## src/hdl/palette_quantize_tile_packer_unit_macros.svh

```systemverilog
`ifndef PALETTE_QUANTIZE_TILE_PACKER_UNIT_MACROS_SVH
`define PALETTE_QUANTIZE_TILE_PACKER_UNIT_MACROS_SVH

`ifndef SYNTHESIS

`define PQT_ASSERT_SAME(lbl, clk, rst_n, ante, cons) \
    lbl: assert property (@(posedge clk) disable iff (!rst_n) (ante) |-> (cons)) \
        else $error("pqt assertion failed");

`define PQT_ASSERT_NEXT(lbl, clk, rst_n, ante, cons) \
    lbl: assert property (@(posedge clk) disable iff (!rst_n) (ante) |=> (cons)) \
        else $error("pqt assertion failed");

`else

`define PQT_ASSERT_SAME(lbl, clk, rst_n, ante, cons)

`define PQT_ASSERT_NEXT(lbl, clk, rst_n, ante, cons)

`endif

`endif

```

## src/hdl/pqt_pkg.sv

```systemverilog
package pqt_pkg;

    localparam int PALETTE_ENTRIES    = 16;
    localparam int MAX_TILES_PER_SIDE = 512;

    localparam int IDX_W      = $clog2(PALETTE_ENTRIES);
    localparam int TILE_W     = 10;
    localparam int COUNT_W    = 12;
    localparam int PIX_W      = TILE_W + 3;
    localparam int TILE_NUM_W = COUNT_W - 3 + TILE_W + 1;
    localparam int ADDR_W     = 23;
    localparam int CH_W       = 8;
    localparam int NIB_W      = 4;
    localparam int PIDX_W     = 4;
    localparam int BYTE_W     = 8;
    localparam int COLOR_W    = 3 * CH_W;
    localparam int DIST_W     = 18;
    localparam int CFG_IDX_W  = 1;

    typedef enum logic
    {
        CMD_PALETTE = 1'b0,
        CMD_PIXEL   = 1'b1
    } cmd_t;

    typedef enum logic [CFG_IDX_W-1:0]
    {
        REG_WIDTH_IN_TILES  = 1'b0,
        REG_HEIGHT_IN_TILES = 1'b1
    } cfg_reg_t;

    typedef struct packed
    {
        cmd_t              cmd;
        logic [PIDX_W-1:0] palette_index;
        logic [CH_W-1:0]   red;
        logic [CH_W-1:0]   green;
        logic [CH_W-1:0]   blue;
        logic              frame_start;
    } pqt_in_t;

    typedef struct packed
    {
        logic [ADDR_W-1:0] byte_address;
        logic [BYTE_W-1:0] byte_value;
        logic              last_byte;
    } pqt_out_t;

    typedef struct packed
    {
        logic              odd;
        logic [ADDR_W-1:0] byte_address;
        logic              last_byte;
    } side_t;

    typedef struct packed
    {
        logic              valid;
        pqt_in_t           item;
        side_t             side;
        logic [DIST_W-1:0] best_dist;
        logic [IDX_W-1:0]  best_idx;
    } stage_t;

    function automatic logic [TILE_W-1:0] clamp_tiles(input logic [TILE_W-1:0] v);
        logic [TILE_W-1:0] r;
        if (v == '0)
            r = TILE_W'(1);
        else if (int'(v) > MAX_TILES_PER_SIDE)
            r = TILE_W'(MAX_TILES_PER_SIDE);
        else
            r = v;
        return r;
    endfunction

    function automatic logic [COLOR_W-1:0] reset_color(input logic [IDX_W-1:0] k);
        logic [CH_W-1:0] v;
        v = CH_W'(int'(k) * 17);
        return {{CH_W{1'b0}}, v, v};
    endfunction

endpackage

```

## src/hdl/pqt_coord.sv

```systemverilog
module pqt_coord
(
    input  logic                          clk,
    input  logic                          rst_n,
    input  logic                          accept,
    input  pqt_pkg::pqt_in_t              in_data,
    input  logic                          cfg_write_en,
    input  logic [pqt_pkg::CFG_IDX_W-1:0] cfg_index,
    input  logic [pqt_pkg::TILE_W-1:0]    cfg_data,
    output pqt_pkg::side_t                side
);

    logic [pqt_pkg::TILE_W-1:0]     width_reg, width_next;
    logic [pqt_pkg::TILE_W-1:0]     height_reg, height_next;
    logic [pqt_pkg::COUNT_W-1:0]    col_reg, col_next;
    logic [pqt_pkg::COUNT_W-1:0]    row_reg, row_next;
    logic [pqt_pkg::TILE_W-1:0]     wt, ht;
    logic [pqt_pkg::PIX_W-1:0]      wpix, hpix;
    logic [pqt_pkg::COUNT_W-1:0]    col_eff, row_eff;
    logic [pqt_pkg::PIX_W-1:0]      col_inc, row_inc;
    logic [pqt_pkg::TILE_NUM_W-1:0] tile;

    always_comb
    begin
        wt      = pqt_pkg::clamp_tiles(width_reg);
        ht      = pqt_pkg::clamp_tiles(height_reg);
        wpix    = {wt, 3'b000};
        hpix    = {ht, 3'b000};
        col_eff = in_data.frame_start ? '0 : col_reg;
        row_eff = in_data.frame_start ? '0 : row_reg;
        col_inc = pqt_pkg::PIX_W'(col_eff) + pqt_pkg::PIX_W'(1);
        row_inc = pqt_pkg::PIX_W'(row_eff) + pqt_pkg::PIX_W'(1);

        tile = pqt_pkg::TILE_NUM_W'(row_eff[pqt_pkg::COUNT_W-1:3])
             * pqt_pkg::TILE_NUM_W'(wt)
             + pqt_pkg::TILE_NUM_W'(col_eff[pqt_pkg::COUNT_W-1:3]);

        side.odd          = col_eff[0];
        side.byte_address = pqt_pkg::ADDR_W'({tile, row_eff[2:0], col_eff[2:1]});
        side.last_byte    = (pqt_pkg::PIX_W'(row_eff) == hpix - pqt_pkg::PIX_W'(1))
                         && (pqt_pkg::PIX_W'(col_eff) == wpix - pqt_pkg::PIX_W'(1));

        col_next = col_reg;
        row_next = row_reg;
        if (accept && in_data.cmd == pqt_pkg::CMD_PIXEL)
        begin
            if (col_inc >= wpix)
            begin
                col_next = '0;
                row_next = (row_inc >= hpix) ? '0 : row_inc[pqt_pkg::COUNT_W-1:0];
            end
            else
            begin
                col_next = col_inc[pqt_pkg::COUNT_W-1:0];
                row_next = row_eff;
            end
        end

        width_next  = width_reg;
        height_next = height_reg;
        if (cfg_write_en)
        begin
            unique case (pqt_pkg::cfg_reg_t'(cfg_index))
                pqt_pkg::REG_WIDTH_IN_TILES:  width_next  = cfg_data;
                pqt_pkg::REG_HEIGHT_IN_TILES: height_next = cfg_data;
            endcase
        end
    end

    always_ff @(posedge clk or negedge rst_n)
    begin
        if (!rst_n)
        begin
            width_reg  <= pqt_pkg::TILE_W'(1);
            height_reg <= pqt_pkg::TILE_W'(1);
            col_reg    <= '0;
            row_reg    <= '0;
        end
        else
        begin
            width_reg  <= width_next;
            height_reg <= height_next;
            col_reg    <= col_next;
            row_reg    <= row_next;
        end
    end

endmodule

```

## config.mk

```make
export PLATFORM = sky130hd
export DESIGN_NAME = pqt_coord
export DESIGN_NICKNAME = d
export VERILOG_FILES = /design/src/hdl/palette_quantize_tile_packer_unit_macros.svh /design/src/hdl/pqt_pkg.sv /design/src/hdl/pqt_coord.sv
export SDC_FILE = /design/constraint.sdc
export NUM_CORES = 1
export LEC_CHECK = 0
export BUFFER_PORTS_ARGS = -buffer_cell sky130_fd_sc_hd__clkbuf_2
export CAP_MARGIN = 20
export CELL_PAD_IN_SITES_DETAIL_PLACEMENT = 1
export CELL_PAD_IN_SITES_GLOBAL_PLACEMENT = 1
export CORE_MARGIN = 1.5
export CORE_UTILIZATION = 50
export DETAILED_ROUTE_END_ITERATION = 10
export PLACE_DENSITY_LB_ADDON = 0.1
export SLEW_MARGIN = 15
export SYNTH_ARGS = -nofsm -noshare
export SYNTH_HDL_FRONTEND = slang
export SYNTH_SLANG_ARGS = --single-unit
```

## constraint.sdc

```tcl
create_clock -name clk -period 15.1 [get_ports clk]
set_input_delay 3.02 -clock clk [delete_from_list [all_inputs] [get_ports clk]]
set_output_delay 3.02 -clock clk [all_outputs]
set_load 0.02 [all_outputs]
```

# Yosys cells after proc, flatten, opt, wreduce, memory -nomap -nowiden
# Index checks and enable logic that the tools add are counted.
# totals
elab_cells,32
inputBits,45
ff_bits,44
# op_classes
n_lt_le_gt_ge,4
bitwise_logic,1
n_addsub,5
n_reduce_logical,6
mul,1
muxes,9
n_eq_ne,2
# ops
op,count
$mux W12,5
$mux W10,4
$add A12 B1 Y13 const B,2
$eq A12 B13 Y1,2
$ge A13 B13 Y1,2
$sub A13 B1 Y13 const B,2
$gt A10 B10 Y1 const B,2
$logic_not A10 Y1,2
$add A18 B9 Y18,1
$mul A9 B10 Y18,1
$reduce_and A2 Y1,2
$logic_and A1 B1 Y1,2
$not A1 Y1,1

# Logic depth before layout (Yosys ltp)
# depth
ltp_word,6
ltp_mapped,24
ltp_nobuf,21

# Worst setup path before layout
# OpenSTA, ideal clock, no wires.
# synth_timing
path_kind,input-to-output
start,input in_data[0] in the netlist's numbering
end,output side[23] in the netlist's numbering
path_stages,24
t_arrival_ns,8.142
slack_ns,3.938
path_buffers,4
cell_sequence,buf_6 -> buf_2 -> buf_1 -> nor2b_1 -> clkbuf_1 -> nand2_1 -> fa_1 -> inv_1 -> fa_1 -> inv_1 -> fa_1 -> inv_1 -> fa_1 -> inv_1 -> fa_1 -> inv_1 -> ha_1 -> o21ai_0 -> nand2b_1 -> a41oi_1 -> a211o_1 -> o21ai_1 -> a21oi_1 -> xnor2_1
# synth_rtl
element,line_no,rtl
start: declaration,pqt_coord.sv:6,"input pqt_pkg::pqt_in_t in_data,"
end: declaration,pqt_coord.sv:10,output pqt_pkg::side_t side

==> metrics.cfg <==
[critical_path]
cp-start-kind=input pin
reg2reg_slack_ns=10.93
crit_start=in_data[0]
timing.rr.end=row_reg[2]
rr_startpoint=col_reg[5]
end_kind=output port
cp_max_fo=37
crit_arrival_ns=9.27
ff2ff_path_depth=12
timing.critical_path.to=side[20]
path_class=input pin to output port
crit_required_ns=12.08

[placed_design]
routabilityCongestion=0.915
portBuffers=41
place_hpwl_microns=15200
postPlaceCellArea_sq_mm=0.00695
pre_cts_slack_ns=2.88

[finish]
area_growth_pct=7.67
final_net_count=978
antennaDiodeCount=0
multi_input_area_sq_mm=0.00511
area.sequential_sq_mm=0.00110
nFillCells=1531
fin_area_sq_mm=0.00715
drive_above_1_share_pct=11.2

[logic_synthesis]
synth_top_area_cell=fa_1
netlist.area_leader.share_pct=18.4
synthMuxAreaShare_pct=3.52
avgSynthCellArea_sq_um=8.58
syn_nets=955
synth_cells=774
synth-main-ff-cell=dfrtp_1
synth_compound_area_share_pct=12.2
synth_edf_count=0
netlist_top_cells_count=87 x nor2_1, 84 x nand2_1, 75 x ha_1
post_synth_xor_area_fraction_pct=7.52
synth_warnings=0
yosysUniqueCellTypes=69
yosys.area_share.simple_pct=20.8
synth_top_family_by_area=adder cells
netlist_area_sq_mm=0.00664
ys_seq_elements=44
ys_top_cells_by_area=fa_1 18%, dfrtp_1 16%, ha_1 14%, xnor2_1 5.7%, nor2_1 4.9%
synthAdderAreaFrac_pct=32.8
ys_seq_area_share_pct=16.6
yosysMostFrequentCell=nor2_1
async_reset_ff_share_pct=100

[floorplan]
io-pin-count=70
start_util_pct=52.0
die_area_sq_mm=0.0140
die_w_microns=118
core-area_sq_mm=0.0128
rows=41
fp.dieH_microns=118

[min_path]
hold_path_class=flip-flop to flip-flop

[sta]
max_slew_margin_pct=42.8
min_period_ns=12.29
skew_ns=0.0114
worst_pin_slew_ns=0.856
fin_ws_ns=2.81
setup_viol=0
drv_slew=0
fin_crit_sh_pct=81.4
hold_viol=0
fin_tns_setup_ns=0
rsz0062_at_grt=false
fmax_mhz=81.4

[clock_tree]
clock_latency_ns=0.29
root_buffer=clkbuf_16
cts_buffer_depth=2
h-tree-depth=2
cts_hold_buf=0
numClockSinks=44
cts_buffers=5
tritoncts=built
post_cts_resized=0
clkTransAtPathRegs_ns=0.07
post_cts_buffers=0

[grt]
grt_pass1_vias=6100
grt_pass1_wl_microns=31400
grt.total_usage_pct=27.9
antenna_found_initial=0
grt_overflow_total=0
grt_max_degree=45

[status]
status=complete, no violations

[power]
cellLeakagePower_uw=0.00350
power.density_mw_per_mm2=56.3
ir_drop_v=0.0000489

[route]
drc=0
detail-route-antenna-nets=0
vias=5744
drtPass1Iterations=5
wirelength_microns=18800
drtIter0Drc=337
wl_per_cell_microns=19.3
vias_per_cell=5.92

[run]
cap_violations=0

==> area by class of cell <==
type,count,share of cell area [%]
clock buffer,7,2.14
sequential,44,15.4
clock inverter,1,0.420
timing repair buffer,44,3.36
multi-input combinational,622,71.4
inverter,80,4.20
tap,172,3.01
==> cells by family after synthesis <==
kind of cell,Yosys count
XOR/XNOR,57
adder cells (fa/ha/maj),138
AND/OR/NAND/NOR,291
buffers and inverters,108
flip-flops,44
AO/OA/AOI/OAI,115
multiplexers,21
==> per-stage QoR <==
stage	utilization [%]	power (uW)	hold WS [ns]	instances
floorplan	-	231	0.462	774
global placement	54.4	260	0.481	961
detailed placement	54.4	266	0.504	961
CTS	55.8	402	0.523	969
global route	56.0	423	0.548	970
finish	56.0	402	0.518	970
==> how the worst min path moves through the flow <==
stage                          start          to  cells past startpoint
after floorplan           col_reg[8]  col_reg[8]                      2
after global placement    col_reg[0]  col_reg[0]                      2
after detailed placement  col_reg[0]  col_reg[0]                      2
after CTS                 col_reg[0]  col_reg[0]                      2
after global routing      col_reg[0]  col_reg[0]                      2
final                     col_reg[0]  col_reg[0]                      2
==> layout by cell type, fill, tap and decap left out, types with 8 or more instances in the layout <==
cell type | netlist | layout
nor2b_1 | 30 | 30
o21ai_1 | 14 | 14
o21ai_0 | 9 | 9
nand2_1 | 84 | 84
dfrtp_1 | 42 | 42
a21oi_1 | 25 | 25
xnor2_1 | 43 | 43
fa_1 | 61 | 61
xor2_1 | 14 | 14
ha_1 | 75 | 75
nor2_1 | 87 | 87
nor3_1 | 17 | 17
clkbuf_2 | 1 | 40
mux2_2 | 19 | 19
inv_1 | 74 | 74
nor4_1 | 8 | 8
nand3_1 | 26 | 26
a22o_1 | 10 | 10
==> metal layers <==
layer	global-route usage, %	part of all wire (%)	wire length (microns)	vias up
met5	0	0	0	-
met4	5.79	1.9	354	0
met1	37.7	44	8330	2932
met2	48.5	50	9380	136
met3	2.99	3.8	705	25
li1	-	-	-	2651
==> worst max-delay path, cell delays in order <==
cell and delay [ns]:
clkbuf_2 0.46, nor2b_1 0.85, nand2_1 0.19, fa_1 0.58, inv_1 0.06, fa_1 0.55
fa_1 0.45, fa_1 0.55, inv_1 0.05, fa_1 0.53, inv_1 0.04, ha_1 0.33
and2_1 0.18, a22o_1 0.20, a31oi_1 0.28, a21oi_1 0.21, a21o_1 0.22, a21oi_1 0.18
xnor2_1 0.13, clkbuf_2 0.18
==> power by group <==
group / total (uW) / switching (uW) / internal [uW]
logic: 118 / 73.9 / 44.6
registers: 149 / 20.1 / 129
clock network: 134 / 47.3 / 87.2
(Power assumes the default switching activity.)
