### src/hdl/palette_quantize_tile_packer_unit_macros.svh
`ifndef PALETTE_QUANTIZE_TILE_PACKER_UNIT_MACROS_SVH
`define PALETTE_QUANTIZE_TILE_PACKER_UNIT_MACROS_SVH

`ifndef SYNTHESIS

`define PQT_ASSERT_SAME(lbl, clk, rst_n, ante, cons) \
    lbl: assert property (@(posedge clk) disable iff (!rst_n) (ante) |-> (cons)) \
        else $error("pqt assertion failed");

`define PQT_ASSERT_NEXT(lbl, clk, rst_n, ante, cons) \
    lbl: assert property (@(posedge clk) disable iff (!rst_n) (ante) |=> (cons)) \
        else $error("pqt assertion failed");

`else

`define PQT_ASSERT_SAME(lbl, clk, rst_n, ante, cons)

`define PQT_ASSERT_NEXT(lbl, clk, rst_n, ante, cons)

`endif

`endif

### src/hdl/pqt_pkg.sv
package pqt_pkg;

    localparam int PALETTE_ENTRIES    = 16;
    localparam int MAX_TILES_PER_SIDE = 512;

    localparam int IDX_W      = $clog2(PALETTE_ENTRIES);
    localparam int TILE_W     = 10;
    localparam int COUNT_W    = 12;
    localparam int PIX_W      = TILE_W + 3;
    localparam int TILE_NUM_W = COUNT_W - 3 + TILE_W + 1;
    localparam int ADDR_W     = 23;
    localparam int CH_W       = 8;
    localparam int NIB_W      = 4;
    localparam int PIDX_W     = 4;
    localparam int BYTE_W     = 8;
    localparam int COLOR_W    = 3 * CH_W;
    localparam int DIST_W     = 18;
    localparam int CFG_IDX_W  = 1;

    typedef enum logic
    {
        CMD_PALETTE = 1'b0,
        CMD_PIXEL   = 1'b1
    } cmd_t;

    typedef enum logic [CFG_IDX_W-1:0]
    {
        REG_WIDTH_IN_TILES  = 1'b0,
        REG_HEIGHT_IN_TILES = 1'b1
    } cfg_reg_t;

    typedef struct packed
    {
        cmd_t              cmd;
        logic [PIDX_W-1:0] palette_index;
        logic [CH_W-1:0]   red;
        logic [CH_W-1:0]   green;
        logic [CH_W-1:0]   blue;
        logic              frame_start;
    } pqt_in_t;

    typedef struct packed
    {
        logic [ADDR_W-1:0] byte_address;
        logic [BYTE_W-1:0] byte_value;
        logic              last_byte;
    } pqt_out_t;

    typedef struct packed
    {
        logic              odd;
        logic [ADDR_W-1:0] byte_address;
        logic              last_byte;
    } side_t;

    typedef struct packed
    {
        logic              valid;
        pqt_in_t           item;
        side_t             side;
        logic [DIST_W-1:0] best_dist;
        logic [IDX_W-1:0]  best_idx;
    } stage_t;

    function automatic logic [TILE_W-1:0] clamp_tiles(input logic [TILE_W-1:0] v);
        logic [TILE_W-1:0] r;
        if (v == '0)
            r = TILE_W'(1);
        else if (int'(v) > MAX_TILES_PER_SIDE)
            r = TILE_W'(MAX_TILES_PER_SIDE);
        else
            r = v;
        return r;
    endfunction

    function automatic logic [COLOR_W-1:0] reset_color(input logic [IDX_W-1:0] k);
        logic [CH_W-1:0] v;
        v = CH_W'(int'(k) * 17);
        return {{CH_W{1'b0}}, v, v};
    endfunction

endpackage

### src/hdl/pqt_cell.sv
module pqt_cell
(
    input  logic                      clk,
    input  logic                      rst_n,
    input  logic                      advance,
    input  logic [pqt_pkg::IDX_W-1:0] cell_index,
    input  pqt_pkg::stage_t           stage_in,
    output pqt_pkg::stage_t           stage_out
);

    logic [pqt_pkg::COLOR_W-1:0]  color_reg, color_next;
    logic                         written_reg, written_next;
    logic [pqt_pkg::COLOR_W-1:0]  color;
    logic [pqt_pkg::CH_W-1:0]     dr, dg, db;
    logic [2*pqt_pkg::CH_W-1:0]   sq_r, sq_g, sq_b;
    logic [pqt_pkg::DIST_W-1:0]   sum_sq;
    logic                         write_hit;
    pqt_pkg::stage_t              stage_reg, stage_next;

    function automatic logic [pqt_pkg::CH_W-1:0] abs_diff(
        input logic [pqt_pkg::CH_W-1:0] a,
        input logic [pqt_pkg::CH_W-1:0] b
    );
        return (a > b) ? (a - b) : (b - a);
    endfunction

    always_comb
    begin
        color = written_reg ? color_reg : pqt_pkg::reset_color(cell_index);

        dr     = abs_diff(color[3*pqt_pkg::CH_W-1:2*pqt_pkg::CH_W], stage_in.item.red);
        dg     = abs_diff(color[2*pqt_pkg::CH_W-1:pqt_pkg::CH_W], stage_in.item.green);
        db     = abs_diff(color[pqt_pkg::CH_W-1:0], stage_in.item.blue);
        sq_r   = dr * dr;
        sq_g   = dg * dg;
        sq_b   = db * db;
        sum_sq = pqt_pkg::DIST_W'(sq_r) + pqt_pkg::DIST_W'(sq_g) + pqt_pkg::DIST_W'(sq_b);

        stage_next = stage_in;
        if (stage_in.item.cmd == pqt_pkg::CMD_PIXEL && sum_sq < stage_in.best_dist)
        begin
            stage_next.best_dist = sum_sq;
            stage_next.best_idx  = cell_index;
        end

        write_hit = advance && stage_in.valid
                 && stage_in.item.cmd == pqt_pkg::CMD_PALETTE
                 && int'(stage_in.item.palette_index) == int'(cell_index);

        color_next   = write_hit
                     ? {stage_in.item.red, stage_in.item.green, stage_in.item.blue}
                     : color_reg;
        written_next = written_reg || write_hit;
    end

    always_ff @(posedge clk or negedge rst_n)
    begin
        if (!rst_n)
        begin
            written_reg     <= 1'b0;
            stage_reg.valid <= 1'b0;
        end
        else
        begin
            written_reg <= written_next;
            if (advance)
                stage_reg <= stage_next;
        end
    end

    always_ff @(posedge clk)
    begin
        color_reg <= color_next;
    end

    assign stage_out = stage_reg;

endmodule

### config.mk
export PLATFORM = sky130hd
export DESIGN_NAME = pqt_cell
export DESIGN_NICKNAME = d
export VERILOG_FILES = /design/src/hdl/palette_quantize_tile_packer_unit_macros.svh /design/src/hdl/pqt_pkg.sv /design/src/hdl/pqt_cell.sv
export SDC_FILE = /design/constraint.sdc
export NUM_CORES = 1
export LEC_CHECK = 0
export BUFFER_PORTS_ARGS = -buffer_cell sky130_fd_sc_hd__buf_4
export CORE_MARGIN = 2
export CORE_UTILIZATION = 54
export DETAILED_ROUTE_END_ITERATION = 8
export PLACE_DENSITY = 0.86
export SETUP_SLACK_MARGIN = 0.5
export SYNTH_ARGS = -nofsm -noshare
export SYNTH_HDL_FRONTEND = slang
export SYNTH_SLANG_ARGS = --single-unit
export TNS_END_PERCENT = 10
### constraint.sdc
create_clock -name clk -period 9.8 [get_ports clk]
set_input_delay 2.94 -clock clk [delete_from_list [all_inputs] [get_ports clk]]
set_output_delay 2.94 -clock clk [all_outputs]
set_load 0.02 [all_outputs]
Word level (Yosys, flattened, before mapping)
Cells that the tools add are included.
{"block": "op_classes", "add_sub_neg": 8, "mul": 4, "n_lt_le_gt_ge": 4, "eq_ne": 1, "muxes": 5, "bitwise": 1, "reduce_logical": 6}
{"op": "8-bit by 8-bit multiplier with 16-bit output", "count": 3}
{"op": "8-bit subtractor", "count": 6}
{"op": "8-bit greater-than comparator", "count": 3}
{"op": "24-bit two-way mux", "count": 1}
{"op": "8-bit two-way mux", "count": 3}
{"op": "22-bit two-way mux", "count": 1}
{"op": "17-bit by 16-bit adder with 18-bit output", "count": 1}
{"op": "18-bit less-than comparator", "count": 1}
{"op": "16-bit by 16-bit adder with 17-bit output", "count": 1}
{"op": "4-bit by 5-bit multiplier with 8-bit output (second input constant)", "count": 1}
{"op": "4-bit equality test", "count": 1}
{"op": "1-bit logical AND", "count": 4}
{"op": "2-bit AND reduction", "count": 1}
{"op": "1-bit logical OR", "count": 1}
{"op": "1-bit inverter", "count": 1}
{"block": "word_totals", "reg_bits": 103, "inputBits": 85, "out_inout_bits": 78, "word_cells": 43}

Logic depth before layout (Yosys ltp)
Gate-level depths: netlist (run 1).
{"block": "logic_depth", "ltp_word": 10, "mapped_depth": 45, "mapped_depth_nobuf": 40}

Least setup slack after synthesis (run 1)
OpenSTA, ideal clock, no wires.
{"block": "synth_timing", "path_type": "input to register", "from": "in cell_index[0] (netlist bit)", "to": "reg stage_reg (netlist bit stage_out[10]) (data pin)", "setup_ns": 0.260, "t_arrival_ns": 12.051, "t_required_ns": 9.540, "path_slack_ns": -2.510, "path_stages": 36, "n_path_buf": 2, "cell_sequence": "nor2b_1 -> a21oi_1 -> ha_1 -> inv_1 -> fa_1 -> a21oi_1 -> o21ai_1 -> a21oi_2 -> a211oi_4 -> mux2i_1 -> xor2_1 -> nor2_1 -> fa_1 -> inv_1 -> fa_1 -> fa_1 -> inv_1 -> fa_1 -> fa_1 -> fa_1 -> inv_1 -> fa_1 -> inv_1 -> ha_1 -> a21oi_1 -> o21ai_0 -> a21oi_1 -> o221ai_1 -> o311a_1 -> ha_1 -> nand4_1 -> nor3_1 -> a21o_1 -> clkbuf_1 -> clkbuf_1 -> mux2_2"}
{"item": "from (decl)", "line": "pqt_cell.sv:6", "source": "input logic [pqt_pkg::IDX_W-1:0] cell_index,"}
{"item": "to (signal assigned)", "line": "pqt_cell.sv:67", "source": "stage_reg <= stage_next;"}
{"item": "to (decl)", "line": "pqt_cell.sv:18", "source": "pqt_pkg::stage_t stage_reg, stage_next;"}

==> flow_summary.toml, run 1 <==
[die]
die_x_um = 150
initial_utilization_pct = 54.8
coreArea_um2 = 21000
dieHeight_um = 150
ioPinCount = 163
rows = 53
die_area_um2 = 22500

[timing]
max_freq_mhz = 82.3
clock_skew_ns = 0.0163
tightest_slew_ns = 1.08
slew_headroom_pct = 28.1
period_share_pct = 124
hold_violations = 0
worst_slack_ns = -2.35
fin_crit_ns = 12.15
rsz0062_at_grt = "true"
setup_viol = 22
finalSetupTns_ns = -51.01
hold_slack_ns = 0.548
slew_violations = 0

[worst_setup_path]
cp_slowest_cell = "fa_2"
critPathKind = "in2reg"
cpPeakStageDelay_ns = 0.59
crit_path_end_kind = "flip-flop"
worst_setup_path_start_kind = "primary input"
critPathTopFamily = "adder cells"
critPathMaxFanout = 6
crit_buf_inv = 9
crit_required_ns = 9.94
crit_top_cell = "fa_1"
reg2reg_slack_ns = -0.53
crit_arrival_ns = 12.29

[logic_synthesis]
yosys.area.top_type_share_pct = 26.4
synth-edff-count = 101
synth-simple-area-share_pct = 8.45
synth_warnings = 0
ys_types = 61
synth.largest_area_cell = "edfxtp_1"
synth_compound_area_share_pct = 8.48
ys.flop_type = "edfxtp_1"
synth_top_family_by_area = "adder cells"
synthTopCellsByCount = "inv_1, ha_1, fa_1"
synth_nets = 1478
synth.most_common_cell = "inv_1"
synth_cells = 1113
synthAdderAreaFrac_pct = 39.6
netlist_area_um2 = 11500
ys_top_cells_by_area = "edfxtp_1, fa_1, ha_1"
synth_seq_cells = 103
synth_xor_area_share_pct = 3.18
muxShareOfSynthArea_pct = 3.58
avgSynthCellArea_um2 = 10.3
synthArstFlopShare_pct = 1.94
seq_area_frac_synth_pct = 26.8

[drt]
drc = 0
drt_iter0_drc = 759
wirelength_um = 36100
wire_per_inst_um = 20.2
dr.pass1.iters = 8
route.vias.total = 10100
vias_per_cell = 5.65
detail-route-antenna-nets = 0

[grt]
grt_max_degree = 78
grt_pass1_vias = 10300
grt_pass1_wl_um = 48000
antenna_found_initial = 0
grt_usage_pct = 27.3
grt_overflow_total = 0

[clock_network]
insertion_delay_ns = 0.38
htree_levels = 3
numCtsBuffers = 9
clk_pin_slew_ns = 0.09
cts_root_buf = "clkbuf_16"
cts.path.max_buffers = 2
cts_tree = "yes"
clock-sinks = 103

[placement]
place_inst = 1752
port_buffers = 162
place_congestion = 0.973
dp_hpwl_um = 22600

[outcome]
violations = "setup timing"
outcome = "complete, but fails checks"

[cells_and_area]
syn_to_final_growth_pct = 37.3
layout.nets = 1873
largest_reg_flops = 78
num_antenna_cells = 0
drive_gt1_share_pct = 37.1
stdcell_count = 1788

[run]
cap_violations = 0

[worst_hold_path]
min_path_type = "reg2reg"
## per-stage QoR
stage,cell area [um2],util (%),setup WS [ns]
2_1_floorplan,11700,-,-1.68
3_3_place_gp,14900,71.0,-2.06
3_5_place_dp,14900,71.0,-2.41
4_1_cts,15300,73.0,-1.82
5_1_grt,15800,75.3,-2.59
6_report,15800,75.3,-2.35
## per-layer routing
metal / track usage [%] / wire [um] / vias to the layer above
li1: - / - / 4339
met1: 31.4 / 12100 / 4853
met2: 49.5 / 18200 / 669
met3: 4.66 / 3180 / 250
met4: 12.4 / 2630 / 0
met5: 0 / 0 / -
## what timing repair did
| action | 4_1_cts | 5_1_grt |
|---|---|---|
| setup buffers | 6 | 11 |
| endpoints found under the setup margin | 22 | 22 |
| pin swaps | 11 | 54 |
| gates resized for setup | 13 | 68 |
| gates cloned | 0 | 3 |
| hold buffers | 0 | 0 |
## worst paths after layout
kind | start | end | depth (start not counted)
worst max-delay path | cell_index[2] | stage_out[15] | 37
worst min-delay path | stage_out[77] | stage_out[77] | 2
worst max register to register | written_reg | stage_out[21] | 40
worst min register to register | stage_out[77] | stage_out[77] | 2
max in group asynchronous | rst_n | stage_out[77] | 1
min in group asynchronous | rst_n | written_reg | 1
## layout by cell type, fill, tap and decap left out, types with 7 or more instances in the layout
master,n
nor2b_1,7
fa_2,9
nand4_1,9
xor2_1,13
nor2_1,74
xnor2_2,7
fa_1,130
ha_1,132
xnor2_1,10
o21bai_1,10
mux2i_1,9
inv_2,10
nand2b_1,18
or2_2,9
ha_4,7
buf_4,399
o21ai_0,16
inv_1,268
nand2_1,40
a21oi_2,14
nor2_2,8
clkbuf_16,11
a21oi_1,39
a21o_1,19
edfxtp_1,101
mux2_2,16
## cell families (layout without fill, tap and decap cells)
kind of cell    Yosys count  in the layout
compound gates          150            150
simple gates            204            204
fa+ha+maj               280            280
flops                   103            103
buf+inv                 301            701
mux                      38             38
xor+xnor                 37             37
## layout make-up
type,instances,area [um2]
sequential,103,3080
inverter,278,1040
timing repair buffer,407,3140
fill,1221,5180
clock buffer,9,225
clock inverter,7,83.8
multi-input combinational,709,7850
tap,275,344
## tightest hold or removal path, cell delays in order, from the launching register on
cell and delay (ns):
dfrtp_1 0.38, inv_1 0.06, o21ai_0 0.07
Power of run 1 is left out: the tool's default activity adds up to more than one toggle a clock period on the data nets, which glitch-free logic cannot reach.
==> inputs of run 2 (changes only) <==
- CELL_PAD_IN_SITES_DETAIL_PLACEMENT: unset -> 2
- CELL_PAD_IN_SITES_GLOBAL_PLACEMENT: unset -> 2
- CORE_MARGIN: 2 -> 3
- CORE_UTILIZATION: 54 -> 35
==> flow_summary.toml, run 2 (synthesized netlist as in run 1, its figures left out) <==
[outcome]
outcome = "complete, but fails checks"
violations = "setup timing"

[clock_network]
cts_tree = "yes"
htree_levels = 3
insertion_delay_ns = 0.41
clk_pin_slew_ns = 0.10
cts_root_buf = "clkbuf_16"
cts_hold_buf = 0
clock-sinks = 103
numCtsBuffers = 9
cts.path.max_buffers = 2

[timing]
max_freq_mhz = 76.6
slew_violations = 0
setup_viol = 22
tightest_slew_ns = 0.816
fin_crit_ns = 13.06
finalSetupTns_ns = -70.17
period_share_pct = 133
slew_headroom_pct = 45.6
rsz0062_at_grt = "true"
clock_skew_ns = 0.0113
hold_violations = 0
worst_slack_ns = -3.26

[placement]
port_buffers = 162
place_congestion = 0.871
place_ws_ns = -2.95
dp_hpwl_um = 39000

[grt]
grt.met3_usage_pct = 6.97
grt.busiest_layer = "met2"
grt_pass1_wl_um = 91000
grt_max_degree = 51
grt_pass1_vias = 12900
grt_usage_pct = 35.4
grtUsageMet1_pct = 37.8
antenna_found_initial = 1
met2_usage_pct = 64.2
grt_overflow_total = 0

[cells_and_area]
drive_gt1_share_pct = 39.5
final_cell_mix = "buf_4, inv_1, fa_1, ha_1, edfxtp_1"
syn_to_final_growth_pct = 42.1
final_common_cell = "buf_4"
num_antenna_cells = 0
largest_reg_flops = 78
final_util_pct = 51.1
layout.nets = 1890

[worst_setup_path]
crit_top_cell = "fa_1"
critPathKind = "in2reg"
worst_setup_path_start_kind = "primary input"
cpPeakStageDelay_ns = 0.60
cp_slowest_cell = "fa_2"
crit_buf_inv = 13
critPathMaxFanout = 10
crit_path_end_kind = "flip-flop"
crit_required_ns = 9.95
critPathTopFamily = "adder cells"
crit_arrival_ns = 13.21

[die]
die_area_um2 = 35000
rows = 65
coreArea_um2 = 32000
ioPinCount = 163
die_x_um = 187
dieHeight_um = 187
initial_utilization_pct = 35.9

[worst_hold_path]
min_path_type = "reg2reg"

[drt]
dr.pass1.iters = 5
wire_per_inst_um = 35.9
detail-route-antenna-nets = 0
route.vias.total = 11400
wirelength_um = 70500
vias_per_cell = 5.78
drc = 0
drt_iter0_drc = 920

[run]
cap_violations = 0
[run 2: metrics by stage]
stage	area (um2)	hold WS, ns	instances
finish	16300	0.650	1965
global route	16300	0.666	1965
CTS	15900	0.565	1952
detailed placement	15100	0.549	1918
global placement	15100	0.521	1918
floorplan	11700	0.606	1113
[run 2: cell type report]
type                    count  area, um2
clock buffers               9        225
clock inverters             7       86.3
fillers                  3251      15600
inverters                 278       1050
multi-input cells         709       8050
flip-flops and latches    103       3080
well taps                 435        544
repair buffers            424       3300
[run 2: path summary, 6_finish.rpt]
kind / startpoint / end / slack, ns / cells after the start
worst max register to register: written_reg / stage_out[17] / -1.62 / 42
worst max-delay path: stage_in[64] / stage_out[17] / -3.26 / 40
worst min register to register: stage_out[77] / stage_out[77] / 0.65 / 2
max in group asynchronous: rst_n / written_reg / 7.38 / 1
worst min-delay path: stage_out[77] / stage_out[77] / 0.65 / 2
min in group asynchronous: rst_n / stage_out[77] / 2.31 / 1
[run 2: layer usage]
metal	up-vias	wire (um)
li1	4376	-
met1	5759	23900
met2	793	35200
met3	425	4720
met4	0	6720
met5	-	0
[run 2: worst reg2reg max path, delay by kind of cell (launching register included)]
kind / cells / cell delay (ns)
AO/OA/AOI/OAI: 9 / 2.16
adder cells (fa/ha/maj): 11 / 4.93
buffers and inverters: 14 / 1.91
flip-flops: 1 / 0.74
multiplexers: 2 / 0.52
AND/OR/NAND/NOR: 6 / 0.89
[run 2: timing repair]
action | in CTS | in global routing
pin swaps | 45 | 38
endpoints found under the setup margin | 22 | 22
cloned | 1 | 0
endpoints found under the hold margin | 0 | 0
resized for setup | 63 | 62
buffers inserted | 17 | 13
Power of run 2 is left out for the same reason.
