## config.mk

```make
export PLATFORM = sky130hd
export DESIGN_NAME = pqt_pack
export DESIGN_NICKNAME = d
export VERILOG_FILES = /design/src/hdl/palette_quantize_tile_packer_unit_macros.svh /design/src/hdl/pqt_pkg.sv /design/src/hdl/pqt_pack.sv
export SDC_FILE = /design/constraint.sdc
export NUM_CORES = 1
export LEC_CHECK = 0
export BUFFER_PORTS_ARGS = -buffer_cell sky130_fd_sc_hd__buf_4
export CAP_MARGIN = 15
export CORE_MARGIN = 3
export CORE_UTILIZATION = 38
export CTS_CLUSTER_DIAMETER = 60
export DETAILED_ROUTE_END_ITERATION = 10
export PLACE_DENSITY = 0.94
export SYNTH_ARGS = -nofsm -noshare
export SYNTH_HDL_FRONTEND = slang
export SYNTH_SLANG_ARGS = --single-unit
```

## constraint.sdc

```tcl
create_clock -name clk -period 1.96 [get_ports clk]
set_input_delay 0.098 -clock clk [delete_from_list [all_inputs] [get_ports clk]]
set_output_delay 0.098 -clock clk [all_outputs]
set_load 0.02 [all_outputs]
```

## src/hdl/palette_quantize_tile_packer_unit_macros.svh

```systemverilog
`ifndef PALETTE_QUANTIZE_TILE_PACKER_UNIT_MACROS_SVH
`define PALETTE_QUANTIZE_TILE_PACKER_UNIT_MACROS_SVH

`ifndef SYNTHESIS

`define PQT_ASSERT_SAME(lbl, clk, rst_n, ante, cons) \
    lbl: assert property (@(posedge clk) disable iff (!rst_n) (ante) |-> (cons)) \
        else $error("pqt assertion failed");

`define PQT_ASSERT_NEXT(lbl, clk, rst_n, ante, cons) \
    lbl: assert property (@(posedge clk) disable iff (!rst_n) (ante) |=> (cons)) \
        else $error("pqt assertion failed");

`else

`define PQT_ASSERT_SAME(lbl, clk, rst_n, ante, cons)

`define PQT_ASSERT_NEXT(lbl, clk, rst_n, ante, cons)

`endif

`endif

```

## src/hdl/pqt_pkg.sv

```systemverilog
package pqt_pkg;

    localparam int PALETTE_ENTRIES    = 16;
    localparam int MAX_TILES_PER_SIDE = 512;

    localparam int IDX_W      = $clog2(PALETTE_ENTRIES);
    localparam int TILE_W     = 10;
    localparam int COUNT_W    = 12;
    localparam int PIX_W      = TILE_W + 3;
    localparam int TILE_NUM_W = COUNT_W - 3 + TILE_W + 1;
    localparam int ADDR_W     = 23;
    localparam int CH_W       = 8;
    localparam int NIB_W      = 4;
    localparam int PIDX_W     = 4;
    localparam int BYTE_W     = 8;
    localparam int COLOR_W    = 3 * CH_W;
    localparam int DIST_W     = 18;
    localparam int CFG_IDX_W  = 1;

    typedef enum logic
    {
        CMD_PALETTE = 1'b0,
        CMD_PIXEL   = 1'b1
    } cmd_t;

    typedef enum logic [CFG_IDX_W-1:0]
    {
        REG_WIDTH_IN_TILES  = 1'b0,
        REG_HEIGHT_IN_TILES = 1'b1
    } cfg_reg_t;

    typedef struct packed
    {
        cmd_t              cmd;
        logic [PIDX_W-1:0] palette_index;
        logic [CH_W-1:0]   red;
        logic [CH_W-1:0]   green;
        logic [CH_W-1:0]   blue;
        logic              frame_start;
    } pqt_in_t;

    typedef struct packed
    {
        logic [ADDR_W-1:0] byte_address;
        logic [BYTE_W-1:0] byte_value;
        logic              last_byte;
    } pqt_out_t;

    typedef struct packed
    {
        logic              odd;
        logic [ADDR_W-1:0] byte_address;
        logic              last_byte;
    } side_t;

    typedef struct packed
    {
        logic              valid;
        pqt_in_t           item;
        side_t             side;
        logic [DIST_W-1:0] best_dist;
        logic [IDX_W-1:0]  best_idx;
    } stage_t;

    function automatic logic [TILE_W-1:0] clamp_tiles(input logic [TILE_W-1:0] v);
        logic [TILE_W-1:0] r;
        if (v == '0)
            r = TILE_W'(1);
        else if (int'(v) > MAX_TILES_PER_SIDE)
            r = TILE_W'(MAX_TILES_PER_SIDE);
        else
            r = v;
        return r;
    endfunction

    function automatic logic [COLOR_W-1:0] reset_color(input logic [IDX_W-1:0] k);
        logic [CH_W-1:0] v;
        v = CH_W'(int'(k) * 17);
        return {{CH_W{1'b0}}, v, v};
    endfunction

endpackage

```

## src/hdl/pqt_pack.sv

```systemverilog
module pqt_pack
(
    input  logic              clk,
    input  logic              rst_n,
    input  logic              advance,
    input  pqt_pkg::stage_t   tail,
    output logic              out_valid,
    output pqt_pkg::pqt_out_t tile_byte
);

    logic [pqt_pkg::NIB_W-1:0] pending_reg, pending_next;
    logic                      out_valid_reg, out_valid_next;
    pqt_pkg::pqt_out_t         out_reg, out_next;
    logic [pqt_pkg::NIB_W-1:0] nibble;
    logic                      is_pixel;

    always_comb
    begin
        nibble   = pqt_pkg::NIB_W'(tail.best_idx);
        is_pixel = tail.valid && tail.item.cmd == pqt_pkg::CMD_PIXEL;

        pending_next   = pending_reg;
        out_valid_next = out_valid_reg;
        out_next       = out_reg;
        if (advance)
        begin
            out_valid_next = is_pixel && tail.side.odd;
            if (is_pixel && !tail.side.odd)
                pending_next = nibble;
            if (is_pixel && tail.side.odd)
            begin
                out_next.byte_address = tail.side.byte_address;
                out_next.byte_value   = {nibble, pending_reg};
                out_next.last_byte    = tail.side.last_byte;
            end
        end
    end

    always_ff @(posedge clk or negedge rst_n)
    begin
        if (!rst_n)
        begin
            out_valid_reg <= 1'b0;
            pending_reg   <= '0;
        end
        else
        begin
            out_valid_reg <= out_valid_next;
            pending_reg   <= pending_next;
        end
    end

    always_ff @(posedge clk)
    begin
        out_reg <= out_next;
    end

    assign out_valid = out_valid_reg;
    assign tile_byte = out_reg;

endmodule

```

After elaboration in Yosys (flattened, before gate mapping). Cells that the tools add are included.

Bits in registers: 37. Output and inout port bits: 33. Logic and storage cells: 11.

Reductions and logical operators: 6.

Operators by type and width (count): 2-bit AND reduction (2); 1-bit logical AND (3); 1-bit zero test (1).

Longest topological paths before layout. Gate-level depths: netlist (run 1).

Depth after elaboration: 3. Mapped depth: 2.

Worst setup path before layout (run 1). No wires, ideal clock.

Path type: input port to flip-flop. Start: in tail[77] (netlist bit). End: reg out_reg (netlist bit tile_byte[0]), enable pin. Setup time: 0.375 ns. Arrival: 0.705 ns. Path slack: 0.879 ns. Stages: 1. Path through: and4_2.

Longest elaborated chain between the ends: 3.

Ends and longest elaborated chain: start: declaration (RTL line pqt_pack.sv:6) `input pqt_pkg::stage_t tail,`; 1-bit logical AND (RTL line pqt_pack.sv:20) `is_pixel = tail.valid && tail.item.cmd == pqt_pkg::CMD_PIXEL;`; 1-bit logical AND (RTL line pqt_pack.sv:30) `if (is_pixel && tail.side.odd)`; 2-bit AND reduction (no line); end signal: assignment (RTL line pqt_pack.sv:55) `out_reg <= out_next;`; end: declaration (RTL line pqt_pack.sv:13) `pqt_pkg::pqt_out_t out_reg, out_next;`.

No other way between the ends. A chain may end at the register's enable or synchronous reset.

Final worst setup path (run 1).
Start: reg out_reg (netlist bit tile_byte[7]). End: out tile_byte[7] (netlist bit).

RTL lines: end: declaration (RTL line pqt_pack.sv:8) `output pqt_pkg::pqt_out_t tile_byte`.

No word-level cell between the ends.

==> impl_metrics.py, run 1 <==
metrics = {
    "global_route": {
        "grt_pass1_vias": 892,
        "grt-ovfl-total": 0,
        "grt_first_pass_wirelength_um": 4264,
        "grt_usage_pct": 17.25,
        "antenna_found_initial": 0,
        "grt_max_degree": 19,
    },
    "floorplan": {
        "fp.dieW_um": 61.64,
        "die_area_um2": 3799,
        "rows": 19,
        "start_util_pct": 41.23,
        "die_y_um": 61.64,
        "coreArea_um2": 2853,
        "pin_count": 114,
    },
    "synth": {
        "synth-seq-area-share_pct": 92.34,
        "synth_area_um2": 1176,
        "syn_area_per_cell_um2": 26.14,
        "syn-instance-count": 45,
        "ys_warn_count": 0,
        "syn-num-nets": 126,
        "ys_seq_elements": 37,
        "yosysUniqueCellTypes": 7,
    },
    "routing": {
        "top_layer_used": "met4",
        "drt_pass1_iterations": 4,
        "postRouteAntennaNets": 0,
        "wl_um": 2855,
        "met1_length_um": 923,
        "wl_met3_um": 249,
        "drt_iter0_drc": 21,
        "via_per_inst": 4.539,
        "drcViolationCount": 0,
        "wire_per_inst_um": 15.86,
        "wl_met2_um": 1649,
        "num_vias": 817,
    },
    "cells_and_area": {
        "num-nets-final": 229,
        "fill_cells": 197,
        "layout_common_cells": "buf_4, edfxtp_1, dlygate4sd3_1",
        "largest_register_ffs": 32,
        "syn_to_final_growth_pct": 76.49,
        "final_util_pct": 72.76,
        "diodes": 0,
        "drive_above_1_share_pct": 54.36,
        "final_common_cell": "buf_4",
    },
    "cts": {
        "clock_latency_ps": 340,
        "tritoncts": "yes",
        "cts-root-buf": "clkbuf_4",
        "clk_path_buf_depth": 2,
        "cts.sinks": 37,
        "numCtsBuffers": 5,
        "h-tree-depth": 2,
        "clk_pin_slew_ps": 120,
    },
    "setup_path": {
        "cp.arrival_ps": 920,
        "cp_data_required_time_ps": 1860,
        "critPathTopFamily": "flip-flops",
        "cp_num_buf_inv": 1,
        "endpoint_kind": "output port",
        "crit_slowest_cell": "edfxtp_1",
        "crit_chain": "buf_4",
        "critPathKind": "register to output port",
        "path_max_fanout": 1,
        "cp-start-kind": "register",
        "slowest_delay_ps": 400,
    },
    "sta": {
        "worst_pin_slew_ps": 411.3,
        "final-hold-violation-count": 0,
        "fmax_ghz": 0.9816,
        "tns_ps": 0,
        "finalCriticalPeriod_ps": 1019,
        "setup_viol": 0,
        "fin_crit_sh_pct": 51.98,
        "rsz0062_at_grt": "no",
        "slew_viol_final": 0,
        "fin_worst_skew_ps": 8.592,
        "relSlewSlack_pct": 72.58,
    },
    "worst_hold_path": {
        "hold_class": "primary input to asynchronous set/reset pin",
    },
    "outcome": {
        "status": "finished, final reports clean",
    },
    "run": {
        "cap_violations": 0,
    },
    "power_and_ir_drop": {
        "vdd.ir_drop.worst_v": 0.0005261,
        "pwr_density_cell_nw_per_um2": 722.3,
        "leakage_nw": 0.8826,
    },
    "place": {
        "gp_congestion": 0.6460,
        "port_buffers": 66,
    },
}
report_power, final:
part | internal (mW) | switching [mW] | leakage (nW) | total (mW)
Clock | 0.135 | 0.251 | 0.0310 | 0.386
Combinational | 0.121 | 0.0732 | 0.499 | 0.195
Sequential | 0.902 | 0.0164 | 0.352 | 0.919
cell families after synthesis:
family | after synthesis | share of synthesized area [%]
DFF | 37 | 92.34
muxes | 4 | 3.830
and+or+nand+nor | 2 | 2.872
AOI/OAI and AO/OA | 1 | 0.6385
buffers and inverters | 1 | 0.3188
stage by stage:
stage                     cell area (µm²)  hold WS, ps  std cells  power [mW]  worst slack, ps
final                                2076        93.72        180       1.499            941.3
after global routing                 2076        87.69        180       1.566            882.8
after CTS                            2076        42.90        180       1.510            927.6
after detailed placement             1730       -97.44        143       1.083            720.9
after global placement               1730       -100.3        143       1.073            745.8
after floorplan                      1176       -197.6         45      0.9837            879.4
cells in the mapped netlist, drive strengths merged:
cell,count,area (µm²)
edfxtp,32,960.9
a21o,1,7.510
and4,1,10.01
inv,1,3.750
nand4b,1,23.77
dfrtp,5,125.1
mux2,4,45.04
area by class of cell:
type | instances | area, µm² | share of cell area (%)
clock buffers | 5 | 37.54 | 1.808
clock inverters | 3 | 17.52 | 0.8439
inverters | 1 | 3.754 | 0.1808
multi-input cells | 7 | 86.33 | 4.159
flip-flops and latches | 37 | 1086 | 52.32
well taps | 31 | 38.79 | 1.869
repair buffers | 96 | 805.8 | 38.82
timing repair:
item,in CTS,in global routing
hold buffers,29,0
resized for setup,0,0
hold endpoints to repair,37,0
buffers inserted,0,0
worst paths after layout:
kind,slack (ps),startpoint,to,cells past startpoint
max,940,tile_byte[7],tile_byte[7],1
min,90,rst_n,pending_reg[2],2
max reg2reg,1170,pending_reg[0],pending_reg[0],1
min reg2reg,470,pending_reg[3],tile_byte[4],0
min in group clk,100,advance,out_valid,3
max in group asynchronous,1750,rst_n,pending_reg[3],2
per-layer routing:
metal  up-vias  track usage [%]
met2        41            31.24
li1        383                -
met5         -                0
met3         5            9.224
met1       388            15.81
met4         0            7.273
No activity file was read; power rests on OpenSTA's default activity.
==> run 2, diff against run 1 <==
Settings changed: CORE_UTILIZATION 38 to 32, PLACE_DENSITY 0.94 to 0.85.
Clock period 1.96 ns to 0.82 ns, I/O delays scaled along.
==> run 2 against run 1 <==
- the flow now finishes with violations (negative setup slack)
- global-route usage decreased by 3.4 points
- final area increased by 10%
- sequential cell count unchanged
- routed wire length decreased by 1.6%
- critical endpoint is now tile_byte[18]
- largest cell class unchanged
==> impl_metrics.py, run 2 (synthesized netlist as in run 1, its figures left out) <==
metrics = {
    "setup_path": {
        "worst_r2r_endpoint": "out_valid",
        "reg2reg_slack_ps": 20,
        "path_max_fanout": 1,
        "endpoint_kind": "output port",
        "cp_data_required_time_ps": 780,
        "crit_slowest_cell": "edfxtp_1",
        "slowest_delay_ps": 400,
        "endpoint": "tile_byte[18]",
        "cp.arrival_ps": 820,
        "critPathTopFamily": "flip-flops",
        "cp.depth": 1,
        "cp_num_buf_inv": 1,
        "setup.worst_path.start": "tile_byte[18]",
        "r2r_start": "out_valid",
        "crit_chain": "buf_6",
        "reg2reg_depth": 2,
        "cp-start-kind": "register",
        "critPathKind": "register to output port",
    },
    "run": {
        "cap_violations": 0,
    },
    "sta": {
        "fmax_ghz": 1.160,
        "finalCriticalPeriod_ps": 862.3,
        "final-hold-violation-count": 0,
        "slew_viol_final": 0,
        "relSlewSlack_pct": 91.18,
        "rsz0062_at_grt": "yes",
        "setup_viol": 33,
        "timing.final.ws_setup_ps": -42.31,
        "worst_pin_slew_ps": 132.3,
        "fin_crit_sh_pct": 105.2,
        "fin_worst_skew_ps": 4.239,
        "tns_ps": -678.2,
    },
    "cells_and_area": {
        "layout_common_cells": "buf_4, buf_6, edfxtp_1",
        "diodes": 0,
        "num-nets-final": 232,
        "syn_to_final_growth_pct": 94.36,
        "largest_register_ffs": 32,
        "drive_above_1_share_pct": 53.29,
    },
    "global_route": {
        "grt_max_degree": 25,
        "grt-ovfl-total": 0,
        "grt_usage_pct": 13.82,
        "grt_pass1_vias": 924,
        "grt_first_pass_wirelength_um": 4347,
        "antenna_found_initial": 0,
    },
    "cts": {
        "cts.sinks": 37,
        "numCtsBuffers": 5,
        "cts-root-buf": "clkbuf_8",
        "h-tree-depth": 2,
        "clk_path_buf_depth": 2,
        "clk_pin_slew_ps": 70,
        "clock_latency_ps": 270,
        "tritoncts": "yes",
    },
    "routing": {
        "wl_um": 2809,
        "drt_pass1_iterations": 4,
        "num_vias": 815,
        "via_per_inst": 4.116,
        "wire_per_inst_um": 14.19,
        "drcViolationCount": 0,
        "drt_iter0_drc": 18,
        "postRouteAntennaNets": 0,
    },
    "place": {
        "post-place-ws_ps": -52.11,
        "port_buffers": 66,
        "place_hpwl_um": 1887,
        "gp_congestion": 0.7612,
    },
    "floorplan": {
        "die_area_um2": 4439,
        "fp.dieW_um": 66.63,
        "rows": 21,
        "coreArea_um2": 3442,
        "start_util_pct": 34.17,
        "pin_count": 114,
        "die_y_um": 66.63,
    },
    "outcome": {
        "violations": "negative setup slack",
        "status": "finished with violations",
    },
    "power_and_ir_drop": {
        "vdd.ir_drop.worst_v": 0.001620,
        "pwr_density_cell_nw_per_um2": 1696,
        "leakage_nw": 0.9625,
    },
    "worst_hold_path": {
        "hold_class": "primary input to asynchronous set/reset pin",
    },
}
==> run 2: changes by cell type in the layout (fill, tap and decap cells not counted), sizes merged <==
cell	change
buf	+3
clkinv	-2
dlymetal6s4s	+1
dlygate4sd3	-1
clkbuf	+3
clkinvlp	-1
==> run 2: routing by layer <==
| metal | track usage [%] | up-vias | wire length [µm] | share of wire, % |
|---|---|---|---|---|
| met5 | 0 | - | 0 | 0 |
| met4 | 3.046 | 0 | 0 | 0 |
| met3 | 7.589 | 0 | 295 | 11 |
| met2 | 26.61 | 44 | 1656 | 59 |
| met1 | 12.29 | 385 | 858 | 31 |
| li1 | - | 386 | - | - |
==> run 2: per-stage QoR <==
| stage | power, mW | hold slack [ps] | util (%) | cells | instance area (µm²) |
|---|---|---|---|---|---|
| after floorplan | 2.352 | -254.6 | - | 45 | 1177 |
| after global placement | 2.582 | -157.4 | 51.65 | 160 | 1778 |
| after detailed placement | 2.601 | -154.6 | 51.65 | 160 | 1778 |
| after CTS | 3.902 | 88.25 | 66.01 | 198 | 2272 |
| after global routing | 4.047 | 110.5 | 66.41 | 198 | 2286 |
| final | 3.878 | 125.1 | 66.41 | 198 | 2286 |
==> run 2: power breakdown <==
group	switching [mW]	leakage (nW)	internal [mW]	total (mW)
Combinational	0.177	0.571	0.336	0.514
Sequential	0.0502	0.352	2.16	2.21
Clock	0.551	0.0395	0.603	1.15
Total	0.778	0.962	3.10	3.88
==> run 2: how the worst min path moves through the flow <==
| stage | startpoint | end | depth (start not counted) |
|---|---|---|---|
| floorplan | rst_n | out_valid | 0 |
| global placement | rst_n | pending_reg[0] | 1 |
| detailed placement | rst_n | out_valid | 1 |
| CTS | rst_n | out_valid | 2 |
| global route | rst_n | out_valid | 2 |
| finish | rst_n | out_valid | 2 |
==> run 2: repair_timing <==
item / 4_1_cts / 5_1_grt
hold endpoints to repair: 33 / 0
resized for setup: 31 / 4
endpoints found under the setup margin: 33 / 35
setup buffers: 1 / 0
cloned: 0 / 0
hold buffers: 29 / 0
pin swaps: 0 / 1
==> run 2: cell type report <==
type,count,area [µm²]
inverters,1,3.754
multi-input cells,7,87.58
fillers,248,1156
clock buffers,8,80.08
repair buffers,99,970.9
well taps,46,57.56
flip-flops and latches,37,1086
==> run 3, diff against run 2 <==
Settings changed: CTS_BUF_LIST from default to sky130_fd_sc_hd__clkbuf_8 sky130_fd_sc_hd__clkbuf_16.
==> run 3 against run 2 <==
- the flow still finishes with violations (negative setup slack)
- highest routed layer unchanged
- first-iteration DRC count down 39%
- die area unchanged
- routed wire length down 0.53%
- sequential power about the same
- setup slack better by 1.1 ps
- largest power group unchanged
- sequential cell count unchanged
- register-to-register slack about the same
- critical endpoint is now out_valid
- via count down 1.1%
- global-route usage down 0.072 points
- maximum frequency up 0.12%
- critical path type unchanged
- final area unchanged
- total power down 0.99%
==> impl_metrics.py, run 3 (synthesized netlist as in run 1, its figures left out) <==
metrics = {
    "global_route": {
        "grt_pass1_vias": 928,
        "antenna_found_initial": 0,
        "met2_usage_pct": 26.73,
        "grt_first_pass_wirelength_um": 4319,
        "grt_usage_pct": 13.75,
        "top_usage_layer": "met2",
        "grt_max_degree": 25,
        "grt_use_met3_pct": 7.589,
        "met1_usage_pct": 11.96,
        "grt-ovfl-total": 0,
    },
    "sta": {
        "rsz0062_at_grt": "yes",
        "timing.hold.ws_ps": 124.9,
        "worst_pin_slew_ps": 128.2,
        "fin_worst_skew_ps": 4.491,
        "final-hold-violation-count": 0,
        "slew_viol_final": 0,
        "fmax_ghz": 1.161,
        "relSlewSlack_pct": 91.45,
        "setup_viol": 33,
        "finalCriticalPeriod_ps": 861.3,
        "timing.final.ws_setup_ps": -41.25,
        "fin_crit_sh_pct": 105.0,
    },
    "cts": {
        "cts.sinks": 37,
        "cts-root-buf": "clkbuf_8",
        "clk_pin_slew_ps": 70,
        "tritoncts": "yes",
        "clk_path_buf_depth": 2,
        "numCtsBuffers": 5,
        "h-tree-depth": 2,
        "clock_latency_ps": 270,
    },
    "floorplan": {
        "die_y_um": 66.63,
        "die_area_um2": 4439,
        "coreArea_um2": 3442,
        "fp.dieW_um": 66.63,
        "start_util_pct": 34.17,
        "rows": 21,
        "pin_count": 114,
    },
    "place": {
        "port_buffers": 66,
        "gp_congestion": 0.7612,
        "place_hpwl_um": 1887,
    },
    "setup_path": {
        "cp.arrival_ps": 820,
        "cp_data_required_time_ps": 780,
        "crit_chain": "buf_6",
        "critPathTopFamily": "flip-flops",
        "slowest_delay_ps": 400,
        "path_max_fanout": 2,
        "cp_num_buf_inv": 1,
        "endpoint_kind": "output port",
        "cp-start-kind": "register",
        "critPathKind": "register to output port",
        "crit_slowest_cell": "dfrtp_1",
    },
    "cells_and_area": {
        "largest_register_ffs": 32,
        "syn_to_final_growth_pct": 94.36,
        "num-nets-final": 232,
        "diodes": 0,
        "final_util_pct": 66.41,
        "multiInputGateArea_um2": 87.58,
        "drive_above_1_share_pct": 53.29,
        "seqCellArea_um2": 1086,
        "fill_cells": 248,
        "layout_common_cells": "buf_4, buf_6, edfxtp_1",
    },
    "outcome": {
        "violations": "negative setup slack",
        "status": "finished with violations",
    },
    "routing": {
        "drt_pass1_iterations": 4,
        "wire_per_inst_um": 14.11,
        "num_vias": 806,
        "via_per_inst": 4.071,
        "drcViolationCount": 0,
        "wl_um": 2794,
        "postRouteAntennaNets": 0,
        "drt_iter0_drc": 11,
    },
    "power_and_ir_drop": {
        "leakage_nw": 0.9749,
        "vdd.ir_drop.worst_v": 0.001618,
        "pwr_density_cell_nw_per_um2": 1680,
    },
    "run": {
        "cap_violations": 0,
    },
    "worst_hold_path": {
        "hold_class": "primary input to asynchronous set/reset pin",
    },
}
## run 3: layout make-up
class                   count  area share (%)
well taps                  46           2.518
multi-input cells           7           3.831
clock buffers               5           3.010
repair buffers             99           42.47
clock inverters             3          0.4926
inverters                   1          0.1642
flip-flops and latches     37           47.51
## run 3: power by group
part | internal [mW] | switching (mW)
Clock | 0.565 | 0.551
Combinational | 0.336 | 0.177
Sequential | 2.16 | 0.0501
## run 3: timing repair
item	in CTS	in global routing
hold buffers	29	0
resized for setup	31	4
pin swaps	0	1
endpoints found under the setup margin	33	35
setup buffers	1	0
endpoints found under the hold margin	33	0
## run 3: path summary, 6_finish.rpt
path,to,start,cells past startpoint,slack (ps)
setup / recovery,out_valid,out_valid,1,-40
hold / removal,out_valid,rst_n,2,120
setup reg to reg,out_valid,out_valid,2,20
hold reg to reg,tile_byte[4],pending_reg[3],0,450
max in group asynchronous,pending_reg[1],rst_n,2,580
min in group clk,tile_byte[5],tail[0],2,160
## run 3: layer usage
metal / vias to the layer above / routed length (µm)
li1: 386 / -
met1: 373 / 829
met2: 47 / 1662
met3: 0 / 302
met4: 0 / 0
met5: - / 0
## run 3: through the flow
| stage | instances | instance area [µm²] | setup TNS [ps] | worst slack [ps] | power, mW |
|---|---|---|---|---|---|
| 6_report | 198 | 2286 | -668.9 | -41.25 | 3.840 |
| 5_1_grt | 198 | 2286 | -1891 | -82.57 | 4.001 |
| 4_1_cts | 198 | 2272 | -1089 | -55.60 | 3.866 |
| 3_5_place_dp | 160 | 1778 | -1794 | -52.11 | 2.601 |
| 3_3_place_gp | 160 | 1778 | -1344 | -41.20 | 2.582 |
| 2_1_floorplan | 45 | 1177 | -207.1 | -6.473 | 2.352 |
